**src/sv/jhtd_pkg.sv**
```systemverilog
`default_nettype none

package jhtd_pkg;

    // Number of code lengths carried by a DHT table, and the width of an index into them.
    localparam int NUM_LENGTHS = 16;
    localparam int CNT_IW      = 4;
    // Width of a code length in the range 1..16.
    localparam int LEN_W       = 5;
    localparam int BYTE_W      = 8;

    typedef enum logic [1:0] {
        REQ_NEW    = 2'd0,
        REQ_LOAD   = 2'd1,
        REQ_DECODE = 2'd2,
        REQ_NOP    = 2'd3
    } t_req;

    typedef enum logic {
        S_IDLE  = 1'b0,
        S_PLACE = 1'b1
    } t_state;

    typedef struct packed {
        logic clear;
        logic load;
        logic place;
        logic decode;
    } t_cmd;

    typedef struct packed {
        logic count_phase;
    } t_stat;

endpackage

`default_nettype wire

```
**src/sv/jhtd_ctrl.sv**
```systemverilog
`default_nettype none

module jhtd_ctrl
    import jhtd_pkg::*;
(
    input  wire logic              i_clk,
    input  wire logic              i_rst_n,
    input  wire logic              i_start,
    input  wire logic [1:0]        i_req_type,
    input  wire t_stat             i_stat,
    output t_cmd                   o_cmd,
    output logic                   o_busy
);

    t_state r_state;
    t_state n_state;

    always_ff @(posedge i_clk) begin
        if (!i_rst_n) begin
            r_state <= S_IDLE;
        end else begin
            r_state <= n_state;
        end
    end

    always_comb begin
        n_state = r_state;
        o_cmd   = '0;
        o_busy  = 1'b0;
        unique case (r_state)
            S_IDLE: begin
                if (i_start) begin
                    unique case (t_req'(i_req_type))
                        REQ_NEW: begin
                            o_cmd.clear = 1'b1;
                        end
                        REQ_LOAD: begin
                            o_cmd.load = 1'b1;
                            // A count beat goes on to the placement state to finish code placement.
                            if (i_stat.count_phase) begin
                                n_state = S_PLACE;
                            end
                        end
                        REQ_DECODE: begin
                            o_cmd.decode = 1'b1;
                        end
                        REQ_NOP: begin
                        end
                        default: begin
                        end
                    endcase
                end
            end
            S_PLACE: begin
                o_busy      = 1'b1;
                o_cmd.place = 1'b1;
                n_state     = S_IDLE;
            end
            default: begin
                n_state = S_IDLE;
            end
        endcase
    end

    a_place_one_cycle: assert property (@(posedge i_clk) disable iff (!i_rst_n)
        (r_state == S_PLACE) |=> (r_state == S_IDLE))
        else $error("placement state held longer than one cycle");

endmodule

`default_nettype wire

```
**src/sv/jhtd_datapath.sv**
```systemverilog
`default_nettype none

module jhtd_datapath
    import jhtd_pkg::*;
#(
    parameter int MAX_SYMBOLS     = 256,
    parameter int MAX_CODE_LENGTH = 16
) (
    input  wire logic              i_clk,
    input  wire logic              i_rst_n,
    input  wire t_cmd              i_cmd,
    output t_stat                  o_stat,
    input  wire logic [BYTE_W-1:0] i_table_byte,
    input  wire logic              i_code_bit,
    output logic                   o_valid,
    output logic [BYTE_W-1:0]      o_symbol,
    output logic                   o_status
);

    localparam int CW  = MAX_CODE_LENGTH;
    localparam int FW  = CW + 1;
    localparam int FW1 = FW + 1;
    localparam int FW2 = FW + 2;
    localparam int LW  = $clog2(CW);
    localparam int LNW = $clog2(CW + 1);
    localparam int AW  = $clog2(MAX_SYMBOLS);
    localparam int BW  = AW + 1;
    localparam int IW  = ((BW > BYTE_W) ? BW : BYTE_W) + 1;
    localparam int PW  = $clog2(NUM_LENGTHS + MAX_SYMBOLS + 1);
    localparam logic [FW-1:0] FCAP = {FW{1'b1}};
    localparam logic [BW-1:0] BCAP = {BW{1'b1}};

    logic [BYTE_W-1:0] r_counts [NUM_LENGTHS];
    logic [BYTE_W-1:0] r_mem    [MAX_SYMBOLS];

    logic [PW-1:0]     r_pos,      n_pos;
    logic [CW-1:0]     r_code,     n_code;
    logic [LW-1:0]     r_len,      n_len;
    logic [FW-1:0]     r_first,    n_first;
    logic [BW-1:0]     r_base,     n_base;
    logic [FW-1:0]     r_plan,     n_plan;
    logic [CW-1:0]     r_last,     n_last;
    logic              r_has,      n_has;
    logic [CW-1:0]     r_pl_last,  n_pl_last;
    logic [LNW-1:0]    r_pl_shift, n_pl_shift;
    logic              r_pl_any,   n_pl_any;
    logic              r_out_valid, n_out_valid;
    logic              r_out_status, n_out_status;
    logic [BYTE_W-1:0] r_rd_data;

    logic              count_phase;
    logic              sym_ok;
    logic [PW-1:0]     sym_pos;
    logic              cnt_we;
    logic              mem_we;
    logic              rd_en;

    // Placement of one count, first half.
    logic [LEN_W-1:0]  pl_len;
    logic              pl_len_ok;
    logic [FW-1:0]     pl_pow;
    logic              pl_fit;
    logic [FW-1:0]     pl_room;
    logic [FW-1:0]     pl_placed;
    logic [FW-1:0]     pl_last_full;
    logic [LNW-1:0]    pl_shift;
    logic [FW1-1:0]    plan_sum;
    logic [FW2-1:0]    plan_dbl;
    logic [FW-1:0]     plan_next;

    // One code bit.
    logic [LNW-1:0]    len;
    logic [CW-1:0]     code;
    logic [BYTE_W-1:0] cnt;
    logic [FW-1:0]     code_f;
    logic [FW-1:0]     diff;
    logic              hit;
    logic [IW-1:0]     idx;
    logic              idx_ok;
    logic [CW-1:0]     lim;
    logic              more;
    logic [IW-1:0]     base_sum;
    logic [BW-1:0]     base_next;
    logic [FW1-1:0]    first_sum;
    logic [FW2-1:0]    first_dbl;
    logic [FW-1:0]     first_next;

    assign count_phase        = (r_pos < PW'(NUM_LENGTHS));
    assign sym_pos            = r_pos - PW'(NUM_LENGTHS);
    assign sym_ok             = (sym_pos < PW'(MAX_SYMBOLS));
    assign o_stat.count_phase = count_phase;

    assign pl_len       = LEN_W'(r_pos[CNT_IW-1:0]) + LEN_W'(1);
    assign pl_len_ok    = (pl_len <= LEN_W'(CW));
    assign pl_pow       = FW'(1) << pl_len;
    assign pl_fit       = (r_plan < pl_pow);
    assign pl_room      = pl_pow - r_plan;
    assign pl_placed    = (FW'(i_table_byte) < pl_room) ? FW'(i_table_byte) : pl_room;
    assign pl_last_full = r_plan + pl_placed - FW'(1);
    assign pl_shift     = LNW'(LEN_W'(CW) - pl_len);
    assign plan_sum     = FW1'(r_plan) + FW1'(i_table_byte);
    assign plan_dbl     = {plan_sum, 1'b0};
    assign plan_next    = (plan_dbl > FW2'(FCAP)) ? FCAP : plan_dbl[FW-1:0];

    assign len        = LNW'(r_len) + LNW'(1);
    assign code       = {r_code[CW-2:0], i_code_bit};
    assign cnt        = r_counts[CNT_IW'(r_len)];
    assign code_f     = FW'(code);
    assign diff       = code_f - r_first;
    assign hit        = (code_f >= r_first) && (diff < FW'(cnt));
    assign idx        = IW'(r_base) + IW'(diff[BYTE_W-1:0]);
    assign idx_ok     = (idx < IW'(MAX_SYMBOLS));
    // Largest prefix of this length that still leads to a placed code.
    assign lim        = r_last >> (LNW'(CW) - len);
    assign more       = (len < LNW'(CW)) && r_has && (code <= lim);
    assign base_sum   = IW'(r_base) + IW'(cnt);
    assign base_next  = (base_sum > IW'(BCAP)) ? BCAP : base_sum[BW-1:0];
    assign first_sum  = FW1'(r_first) + FW1'(cnt);
    assign first_dbl  = {first_sum, 1'b0};
    assign first_next = (first_dbl > FW2'(FCAP)) ? FCAP : first_dbl[FW-1:0];

    always_comb begin
        n_pos        = r_pos;
        n_code       = r_code;
        n_len        = r_len;
        n_first      = r_first;
        n_base       = r_base;
        n_plan       = r_plan;
        n_last       = r_last;
        n_has        = r_has;
        n_pl_last    = r_pl_last;
        n_pl_shift   = r_pl_shift;
        n_pl_any     = r_pl_any;
        n_out_valid  = 1'b0;
        n_out_status = 1'b1;
        cnt_we       = 1'b0;
        mem_we       = 1'b0;
        rd_en        = 1'b0;
        if (i_cmd.clear) begin
            n_pos   = '0;
            n_code  = '0;
            n_len   = '0;
            n_first = '0;
            n_base  = '0;
            n_plan  = '0;
            n_last  = '0;
            n_has   = 1'b0;
        end else if (i_cmd.load) begin
            if (count_phase) begin
                cnt_we     = 1'b1;
                n_pos      = r_pos + PW'(1);
                n_pl_last  = pl_last_full[CW-1:0];
                n_pl_shift = pl_shift;
                n_pl_any   = pl_len_ok && pl_fit && (pl_placed != '0);
                if (pl_len_ok) begin
                    n_plan = plan_next;
                end
            end else if (sym_ok) begin
                mem_we = 1'b1;
                n_pos  = r_pos + PW'(1);
            end
        end else if (i_cmd.place) begin
            if (r_pl_any) begin
                n_last = CW'(r_pl_last << r_pl_shift);
                n_has  = 1'b1;
            end
        end else if (i_cmd.decode) begin
            n_out_valid = 1'b1;
            n_code      = '0;
            n_len       = '0;
            n_first     = '0;
            n_base      = '0;
            if (!count_phase) begin
                if (hit) begin
                    if (idx_ok) begin
                        rd_en        = 1'b1;
                        n_out_status = 1'b0;
                    end
                end else if (more) begin
                    n_out_valid = 1'b0;
                    n_code      = code;
                    n_len       = LW'(len);
                    n_first     = first_next;
                    n_base      = base_next;
                end
            end
        end
    end

    always_ff @(posedge i_clk) begin
        if (!i_rst_n) begin
            r_pos       <= '0;
            r_code      <= '0;
            r_len       <= '0;
            r_first     <= '0;
            r_base      <= '0;
            r_plan      <= '0;
            r_last      <= '0;
            r_has       <= 1'b0;
            r_pl_any    <= 1'b0;
            r_out_valid <= 1'b0;
        end else begin
            r_pos       <= n_pos;
            r_code      <= n_code;
            r_len       <= n_len;
            r_first     <= n_first;
            r_base      <= n_base;
            r_plan      <= n_plan;
            r_last      <= n_last;
            r_has       <= n_has;
            r_pl_any    <= n_pl_any;
            r_out_valid <= n_out_valid;
        end
    end

    always_ff @(posedge i_clk) begin
        r_pl_last    <= n_pl_last;
        r_pl_shift   <= n_pl_shift;
        r_out_status <= n_out_status;
        if (cnt_we) begin
            r_counts[r_pos[CNT_IW-1:0]] <= i_table_byte;
        end
    end

    always_ff @(posedge i_clk) begin
        if (mem_we) begin
            r_mem[sym_pos[AW-1:0]] <= i_table_byte;
        end
        if (rd_en) begin
            r_rd_data <= r_mem[idx[AW-1:0]];
        end
    end

    assign o_valid  = r_out_valid;
    assign o_status = r_out_status;
    assign o_symbol = r_out_status ? '0 : r_rd_data;

    a_valid_from_decode: assert property (@(posedge i_clk) disable iff (!i_rst_n)
        r_out_valid |-> $past(i_cmd.decode))
        else $error("result beat without a decode request");

    a_result_restarts: assert property (@(posedge i_clk) disable iff (!i_rst_n)
        r_out_valid |-> (r_len == '0) && (r_code == '0) && (r_base == '0))
        else $error("code state not restarted after a result");

    a_place_after_load: assert property (@(posedge i_clk) disable iff (!i_rst_n)
        i_cmd.place |-> $past(i_cmd.load))
        else $error("placement step without a preceding count load");

endmodule

`default_nettype wire

```
**src/sv/jpeg_huffman_table_decoder.sv**
```systemverilog
`default_nettype none

// JPEG canonical Huffman decoder with an in-block DHT table.
// Requests enter on start when busy is low, with i_req_type selecting the
// operation: start a new table, load one table byte, or decode one stream bit
// (most significant first). A table is sixteen length counts followed by up to
// MAX_SYMBOLS symbol bytes; extra bytes are dropped.
// Symbol bytes, new-table requests and decode bits never raise busy, so the
// stream is consumed at one bit per clock while busy is low. A count byte is
// followed by a placement step that finishes placing the codes of that length,
// and busy is high in it. A decode bit that completes a code, or that cannot
// lead to any code, gives one result beat on o_valid in the cycle after the
// bit is taken, with o_symbol and o_status (0 symbol decoded, 1 invalid code,
// symbol then reads zero). The symbol memory read is registered.
// The receiver cannot stall: each beat is shown for exactly one cycle.
// Reset clears the load position, the code state and the placement tracker;
// no clearing pass runs, so the block takes requests right after reset.
// Counts and symbols must be loaded before they are decoded.

module jpeg_huffman_table_decoder
    import jhtd_pkg::*;
#(
    parameter int MAX_SYMBOLS     = 256,
    parameter int MAX_CODE_LENGTH = 16
) (
    input  wire logic              i_clk,
    input  wire logic              i_rst_n,
    input  wire logic              start,
    output logic                   busy,
    input  wire logic [1:0]        i_req_type,
    input  wire logic [BYTE_W-1:0] i_table_byte,
    input  wire logic              i_code_bit,
    output logic                   o_valid,
    output logic [BYTE_W-1:0]      o_symbol,
    output logic                   o_status
);

    t_cmd  cmd;
    t_stat stat;

    jhtd_ctrl u_ctrl (
        .i_clk      (i_clk),
        .i_rst_n    (i_rst_n),
        .i_start    (start),
        .i_req_type (i_req_type),
        .i_stat     (stat),
        .o_cmd      (cmd),
        .o_busy     (busy)
    );

    jhtd_datapath #(
        .MAX_SYMBOLS     (MAX_SYMBOLS),
        .MAX_CODE_LENGTH (MAX_CODE_LENGTH)
    ) u_datapath (
        .i_clk        (i_clk),
        .i_rst_n      (i_rst_n),
        .i_cmd        (cmd),
        .o_stat       (stat),
        .i_table_byte (i_table_byte),
        .i_code_bit   (i_code_bit),
        .o_valid      (o_valid),
        .o_symbol     (o_symbol),
        .o_status     (o_status)
    );

endmodule

`default_nettype wire

```
**config.mk**
```make
export PLATFORM = sky130hd
export DESIGN_NAME = jpeg_huffman_table_decoder
export DESIGN_NICKNAME = d
export VERILOG_FILES = /design/src/sv/jhtd_pkg.sv /design/src/sv/jhtd_ctrl.sv /design/src/sv/jhtd_datapath.sv /design/src/sv/jpeg_huffman_table_decoder.sv
export SDC_FILE = /design/constraint.sdc
export NUM_CORES = 2
export LEC_CHECK = 0
export BUFFER_PORTS_ARGS = -buffer_cell sky130_fd_sc_hd__buf_2
export CAP_MARGIN = 40
export CORE_MARGIN = 2
export CORE_UTILIZATION = 45
export CTS_CLUSTER_SIZE = 12
export DETAILED_ROUTE_END_ITERATION = 8
export GPL_TIMING_DRIVEN = 0
export MAX_ROUTING_LAYER = met4
export PLACE_DENSITY = 0.6
export SYNTH_ARGS = -nofsm -noshare
export SYNTH_HDL_FRONTEND = slang
export SYNTH_SLANG_ARGS = --single-unit
export TNS_END_PERCENT = 30
```
**constraint.sdc**
```tcl
create_clock -name i_clk -period 12.3 [get_ports i_clk]
set_input_delay 0.615 -clock i_clk [delete_from_list [all_inputs] [get_ports i_clk]]
set_output_delay 0.615 -clock i_clk [all_outputs]
set_load 0.02 [all_outputs]
```
======== Word level (Yosys, flattened, before mapping) ========
Memories as Yosys holds them, arrays and structs flattened. A register that Yosys moved wholly into a read port is not among the register bits.
Index checks and enable logic that the tools add are counted.
word-level totals
  memories kept ........................... 2
  output and inout bits ................... 11
  bits of input ports ..................... 14
  word-level logic and storage cells ...... 125
  register bits ........................... 113
  bits in writable memories ............... 2176
operators by class
  muxes and demuxes ....................... 54
  $lt $le $gt $ge ......................... 13
  reduce and logical (&&, ||, !) cells .... 16
  shifts and indexed selects .............. 3
  eq/ne operators ......................... 2
  add/sub/neg operators ................... 14
  bitwise operators ....................... 7
memory list
  name                 words  width  rd ports  clocked after Yosys merged registers in  write ports  RTL line             RTL
  u_datapath.r_mem     256    8      1         1                                        1            jhtd_datapath.sv:34  logic [BYTE_W-1:0] r_mem [MAX_SYMBOLS];
  u_datapath.r_counts  16     8      1         1                                        1            jhtd_datapath.sv:33  logic [BYTE_W-1:0] r_counts [NUM_LENGTHS];
operators with widths
  operator                                                          count
  two-way mux 17 bit                                                6
  two-way mux 9 bit                                                 6
  two-way mux 15 bit                                                3
  greater-than comparator 19 x 17 -> 1 bit (second input constant)  2
  adder 17 x 8 -> 18 bit                                            2
  two-way mux 1 bit                                                 30
  adder 9 x 8 -> 10 bit                                             2
  two-way mux 4 bit                                                 5
  >= comparator 16 x 17 -> 1 bit                                    1
  < comparator 17 bit                                               1
  < comparator 17 x 8 -> 1 bit                                      1
  < comparator 8 x 17 -> 1 bit                                      1
  nonzero test 17 bit                                               1
  left shift 1 x 5 -> 17 bit (first input constant)                 1
  subtractor 16 x 17 -> 17 bit                                      1
  subtractor 17 bit                                                 1
  adder 16 bit                                                      1
  <= comparator 16 bit                                              1
  left shift 16 x 5 -> 16 bit                                       1
  right shift 16 x 5 -> 16 bit                                      1
  subtractor 16 x 1 -> 16 bit (second input constant)               1
  AND reduction 3 bit                                               4
  adder 4 x 1 -> 5 bit (second input constant)                      2
  greater-than comparator 10 x 9 -> 1 bit (second input constant)   1
  21 further kinds                                                  33

======== Depth between registers and ports, before layout ========
  depth in word-level cells ............... 10
  mapped depth ............................ 39
  gate-level depth less buffers ........... 37

======== Modules after synthesis ========
From an unflattened synthesis, not the netlist that was laid out.
unflattened totals
  cells, all modules ...................... 4808
  area total of the unflattened synthesis .. 94961.1 um^2
modules (own cells, without submodules)
  module         cells an instance  times used  area each (um^2)
  jhtd_datapath  4802               1           94896.0
  jhtd_ctrl      6                  1           65.1

======== Worst setup path after synthesis ========
No wires, ideal clock.
  path kind ............................... reg-to-reg
  start ................................... register u_datapath.r_pos[0]
  end ..................................... register u_datapath.r_pl_last[15] (data pin)
  slack ................................... 5.216 ns
  arrival ................................. 6.825 ns
  required time ........................... 12.040 ns
  stages on the path, launching flop included .. 40
  clock period less this slack ............ 7.084 ns
  setup time .............................. 0.260 ns
  cell sequence ........................... dfxtp_1 -> ha_1 -> clkbuf_1 -> xnor2_1 -> and3_1 -> nand2_1 -> inv_1 -> ha_1 -> nor2b_1 -> o31a_1 -> o21ai_1 -> nand2b_1 -> a31oi_1 -> xnor2_1 -> inv_1 -> ha_1 -> o21a_1 -> o22ai_1 -> (+4 left out) -> nor4_1 -> buf_2 -> nand2_1 -> o21ai_0 -> ha_1 -> inv_1 -> ha_1 -> inv_1 -> fa_1 -> nor2b_1 -> o21ai_0 -> a21boi_0 -> o21ai_0 -> a211oi_1 -> nor3_1 -> o41ai_1 -> a21oi_1 -> xnor2_1
on the way
  longest elaborated chain between the ends .. 7
ends and longest elaborated chain
  what                             RTL line              RTL
  start: declaration               jhtd_datapath.sv:36   logic [PW-1:0] r_pos, n_pos;
  start signal: assignment         jhtd_datapath.sv:203  r_pos <= n_pos;
  adder 4 x 1 -> 5 bit *           jhtd_datapath.sv:93   assign pl_len = LEN_W'(r_pos[CNT_IW-1:0]) + LEN_W'(1);
  left shift 1 x 5 -> 17 bit *     jhtd_datapath.sv:95   assign pl_pow = FW'(1) << pl_len;
  subtractor 17 bit *              jhtd_datapath.sv:97   assign pl_room = pl_pow - r_plan;
  < comparator 8 x 17 -> 1 bit     jhtd_datapath.sv:98   assign pl_placed = (FW'(i_table_byte) < pl_room) ? FW'(i_table_byte) : pl_room;
  two-way mux 17 bit *             jhtd_datapath.sv:98
  adder 16 bit *                   jhtd_datapath.sv:99   assign pl_last_full = r_plan + pl_placed - FW'(1);
  subtractor 16 x 1 -> 16 bit *    jhtd_datapath.sv:99
  net u_datapath.pl_last_full[15]  jhtd_datapath.sv:65   logic [FW-1:0] pl_last_full;
  end signal: assignment           jhtd_datapath.sv:217  r_pl_last <= n_pl_last;
  end: declaration                 jhtd_datapath.sv:44   logic [CW-1:0] r_pl_last, n_pl_last;
The timed path passes the listed nets; every way through them passes the cells marked *.
A chain may end at the register's enable or synchronous reset.

======== Worst setup path in the final report ========
  start ................................... register u_datapath.r_pos[3]
  end ..................................... register u_datapath.r_pl_last[15] (data pin)
The elaborated chain is that of the path after synthesis.

==> impl_metrics.csv <==
group,metric,value,unit
run_status,status,"complete, no violations",
cells_and_area,syn2layout_area_growth,12.8,%
setup_path,worstPathRequired,12950,ps
drt,routed_wl,242,mm
placement,port_buffers,24,
logic_synthesis,yosysWarnings,0,
logic_synthesis,synth_ff_type,"edfxtp_1",
global_route,first_global_vias,47513,
floorplanning,core_area,0.209,mm2
drt,wl_per_cell,29.7,um
drt,ant_nets,0,
global_route,grt_max_degree,145,
flow_run,cap_violations,0,
global_route,track_usage,23.1,%
setup_path,slowest_stage,"buf_1",
logic_synthesis,async_flop_share,0,%
timing,fin_skew,46.9,ps
clock_network,cts_root_buffer,"clkbuf_16",
placement,gp_congestion,0.878,
drt,drc,0,
logic_synthesis,syn_inst,4799,
clock_network,clk_latency,890,ps
min_path,min_path_type,"input port to register",
clock_network,cts_sinks,2301,
cells_and_area,nFillCells,16801,
floorplanning,die_w,463,um
pwr,powerDensity,147,mW/mm2
setup_path,cp-start-kind,"register",
setup_path,end_kind,"register",
cells_and_area,layout_commonest_cell,"edfxtp_1",
cells_and_area,seqCellArea,0.0681,mm2
floorplanning,rows,168,
timing,period_needed,8720,ps
clock_network,ctsLongestPathBuffers,3,
timing,slew_viol_final,0,
cells_and_area,nets,5320,
placement,hpwl,160,mm
pwr,ir_drop,0.155,mV
drt,vias_per_cell,5.93,
cells_and_area,drive_gt1_share,23.5,%
drt,drt_iter0_markers,5203,
floorplanning,die_y,463,um
global_route,overflow,0,
cells_and_area,multi_input_area,0.0250,mm2
cells_and_area,instances_no_fill,8127,
clock_network,clk_pin_slew_worst_paths,60,ps
setup_path,r2r_setup_slack,3580,ps
setup_path,critPathKind,"register to register",
cells_and_area,final_cell_mix,"2,205 x edfxtp_1, 725 x mux4_2, 388 x nor2_1, 232 x clkbuf_16, 201 x clkbuf_1",
clock_network,cts_buffers,232,
logic_synthesis,ys_seq_area_share,72.0,%
setup_path,cp.arrival,9370,ps
logic_synthesis,netlist_area,0.0947,mm2
logic_synthesis,synth.distinct_cells,65,
timing,worstMarginPinSlew,1010,ps
floorplanning,start_util,45.2,%
timing,final-setup-viol-count,0,
drt,vias,48156,
clock_network,cts_tree,"yes",
timing,max-slew-margin-rel,33.0,%
timing,finalSetupTns,0,ps
timing,timing.final.crit_share,70.9,%
setup_path,max_stage_delay,560,ps
logic_synthesis,synth.avg_cell_area,19.7,um2
floorplanning,io_pins,25,
timing,hold_viol,0,
floorplanning,dieArea,0.214,mm2
logic_synthesis,synth_edf_count,2205,
global_route,grt_pass1_wl,345,mm
timing,fin_hold_ws,98.2,ps
logic_synthesis,ys_seq_elements,2301,
drt,first_pass_iters,5,
placement,numPlacedInstances,7730,
timing,rsz0062_at_grt,"false",
setup_path,path_max_fanout,10,
timing,fmax,115,MHz
global_route,antenna_found_initial,12,
clock_network,htreeDepth,4,
pwr,leakage,33.8,nW
-- metal layers --
metal	vias up	track usage, %	part of all wire, %
li1	20328	-	-
met1	25768	32.5	42
met2	1762	35.4	48
met3	298	3.82	7.4
met4	0	5.96	2.4
met5	-	-	0
-- area by class of cell --
cell class,instances,share of cell area (%)
Antenna cell,3,0.00703
Clock buffer,299,5.71
Buffer,244,0.994
Clock inverter,91,0.777
Timing Repair Buffer,124,1.49
Tap cell,2805,3.29
Multi-Input combinational cell,2125,23.4
Sequential cell,2301,63.8
Inverter,135,0.475
-- critical path, delay by kind of cell, from the launching register on --
family                     cells  cell delay, ps
AOI/OAI and AO/OA             15            3100
and+or+nand+nor                9            1830
adders and majority gates      5            1490
buffers and inverters          6            1200
xor gates and xnor gates       2             500
DFF                            1             410
-- metrics by stage --
step / cell area (um2) / setup WS [ps] / util (%) / total power, mW
2_1_floorplan: 94700 / 5220 / - / 9.06
3_3_place_gp: 98300 / 2390 / 47.0 / 9.32
3_5_place_dp: 99800 / 3800 / 47.7 / 9.32
4_1_cts: 107000 / 3740 / 51.0 / 15.8
5_1_grt: 107000 / 3120 / 51.0 / 16.2
6_report: 107000 / 3580 / 51.0 / 15.7
-- cell usage after synthesis, types with 9 or more instances --
master / count / area, um2
nand2b_1: 18 / 113
a21o_1: 17 / 128
mux2_2: 12 / 135
buf_2: 57 / 285
buf_1: 21 / 78.8
clkbuf_1: 155 / 582
edfxtp_1: 2205 / 66200
nand4_1: 20 / 125
nor4_1: 10 / 62.6
o21a_1: 13 / 97.6
xor2_1: 25 / 219
nor3b_1: 9 / 67.6
a211oi_1: 23 / 173
dfxtp_1: 96 / 1920
a22oi_1: 15 / 113
nand3_1: 32 / 160
xnor2_1: 50 / 438
inv_1: 133 / 499
mux4_2: 725 / 16300
ha_1: 136 / 1700
o22ai_1: 9 / 56.3
nor2_1: 389 / 1460
o21bai_1: 9 / 67.6
or2_2: 12 / 75.1
mux2i_1: 48 / 480
o211ai_1: 10 / 75.1
and3_1: 16 / 100
a21oi_1: 93 / 465
o21ai_0: 115 / 576
nand2_1: 148 / 556
and2_1: 19 / 119
nor2b_1: 38 / 238
nor3_1: 30 / 150
-- sequential cells by signal (all words and copies together), names as in the netlist, named ones only --
name,count
u_datapath.r_pl_any,1
u_datapath.o_valid,1
u_ctrl.r_state,1
u_datapath.r_mem,2048
u_datapath.r_pl_shift,5
u_datapath.o_status,1
u_datapath.r_last,16
u_datapath.r_plan,17
u_datapath.r_pl_last,16
u_datapath.r_first,17
u_datapath.r_rd_data,8
u_datapath.r_has,1
u_datapath.r_pos,9
u_datapath.r_code,15
u_datapath.r_base,9
u_datapath.r_len,4
u_datapath.r_counts,128
-- logic make-up (layout without fill, tap and decap cells) --
family,count (synthesis),after routing,share of synthesized area [%]
compound gates,353,353,2.27
xor+xnor,75,75,0.694
fa+ha+maj,143,143,1.95
buf+inv,379,893,1.63
flops,2301,2301,72.0
mux,785,785,17.9
other cells,1,10,0.00396
simple gates,762,762,3.57
-- path summary, 6_finish.rpt --
path                            depth (start not counted)                                  end                                 from
worst max-delay path                                   37   u_datapath.r_pl_last[15]$_DFFE_PP_     u_datapath.r_pos[3]$_SDFFE_PP0P_
worst min register to register                          2  u_datapath.r_first[14]$_SDFFE_PP0P_  u_datapath.r_first[14]$_SDFFE_PP0P_
worst min-delay path                                    1   u_datapath.r_mem[172][1]$_DFFE_PP_                      i_table_byte[1]
worst max register to register                         37   u_datapath.r_pl_last[15]$_DFFE_PP_     u_datapath.r_pos[3]$_SDFFE_PP0P_
-- repair_timing --
| item | CTS | global route |
|---|---|---|
| hold endpoints to repair | 23 | 0 |
| hold buffers | 2 | 0 |
| resized for setup | 0 | 0 |
| setup endpoints to repair | 0 | 0 |
| setup buffers | 0 | 0 |
-- power by group --
| group | leakage (nW) | total (mW) | internal, mW | switching [mW] |
|---|---|---|---|---|
| Combinational | 9.88 | 0.552 | 0.207 | 0.345 |
| Sequential | 20.6 | 8.60 | 8.59 | 0.00564 |
| Clock | 3.35 | 6.58 | 3.63 | 2.95 |
(Power assumes the default switching activity.)
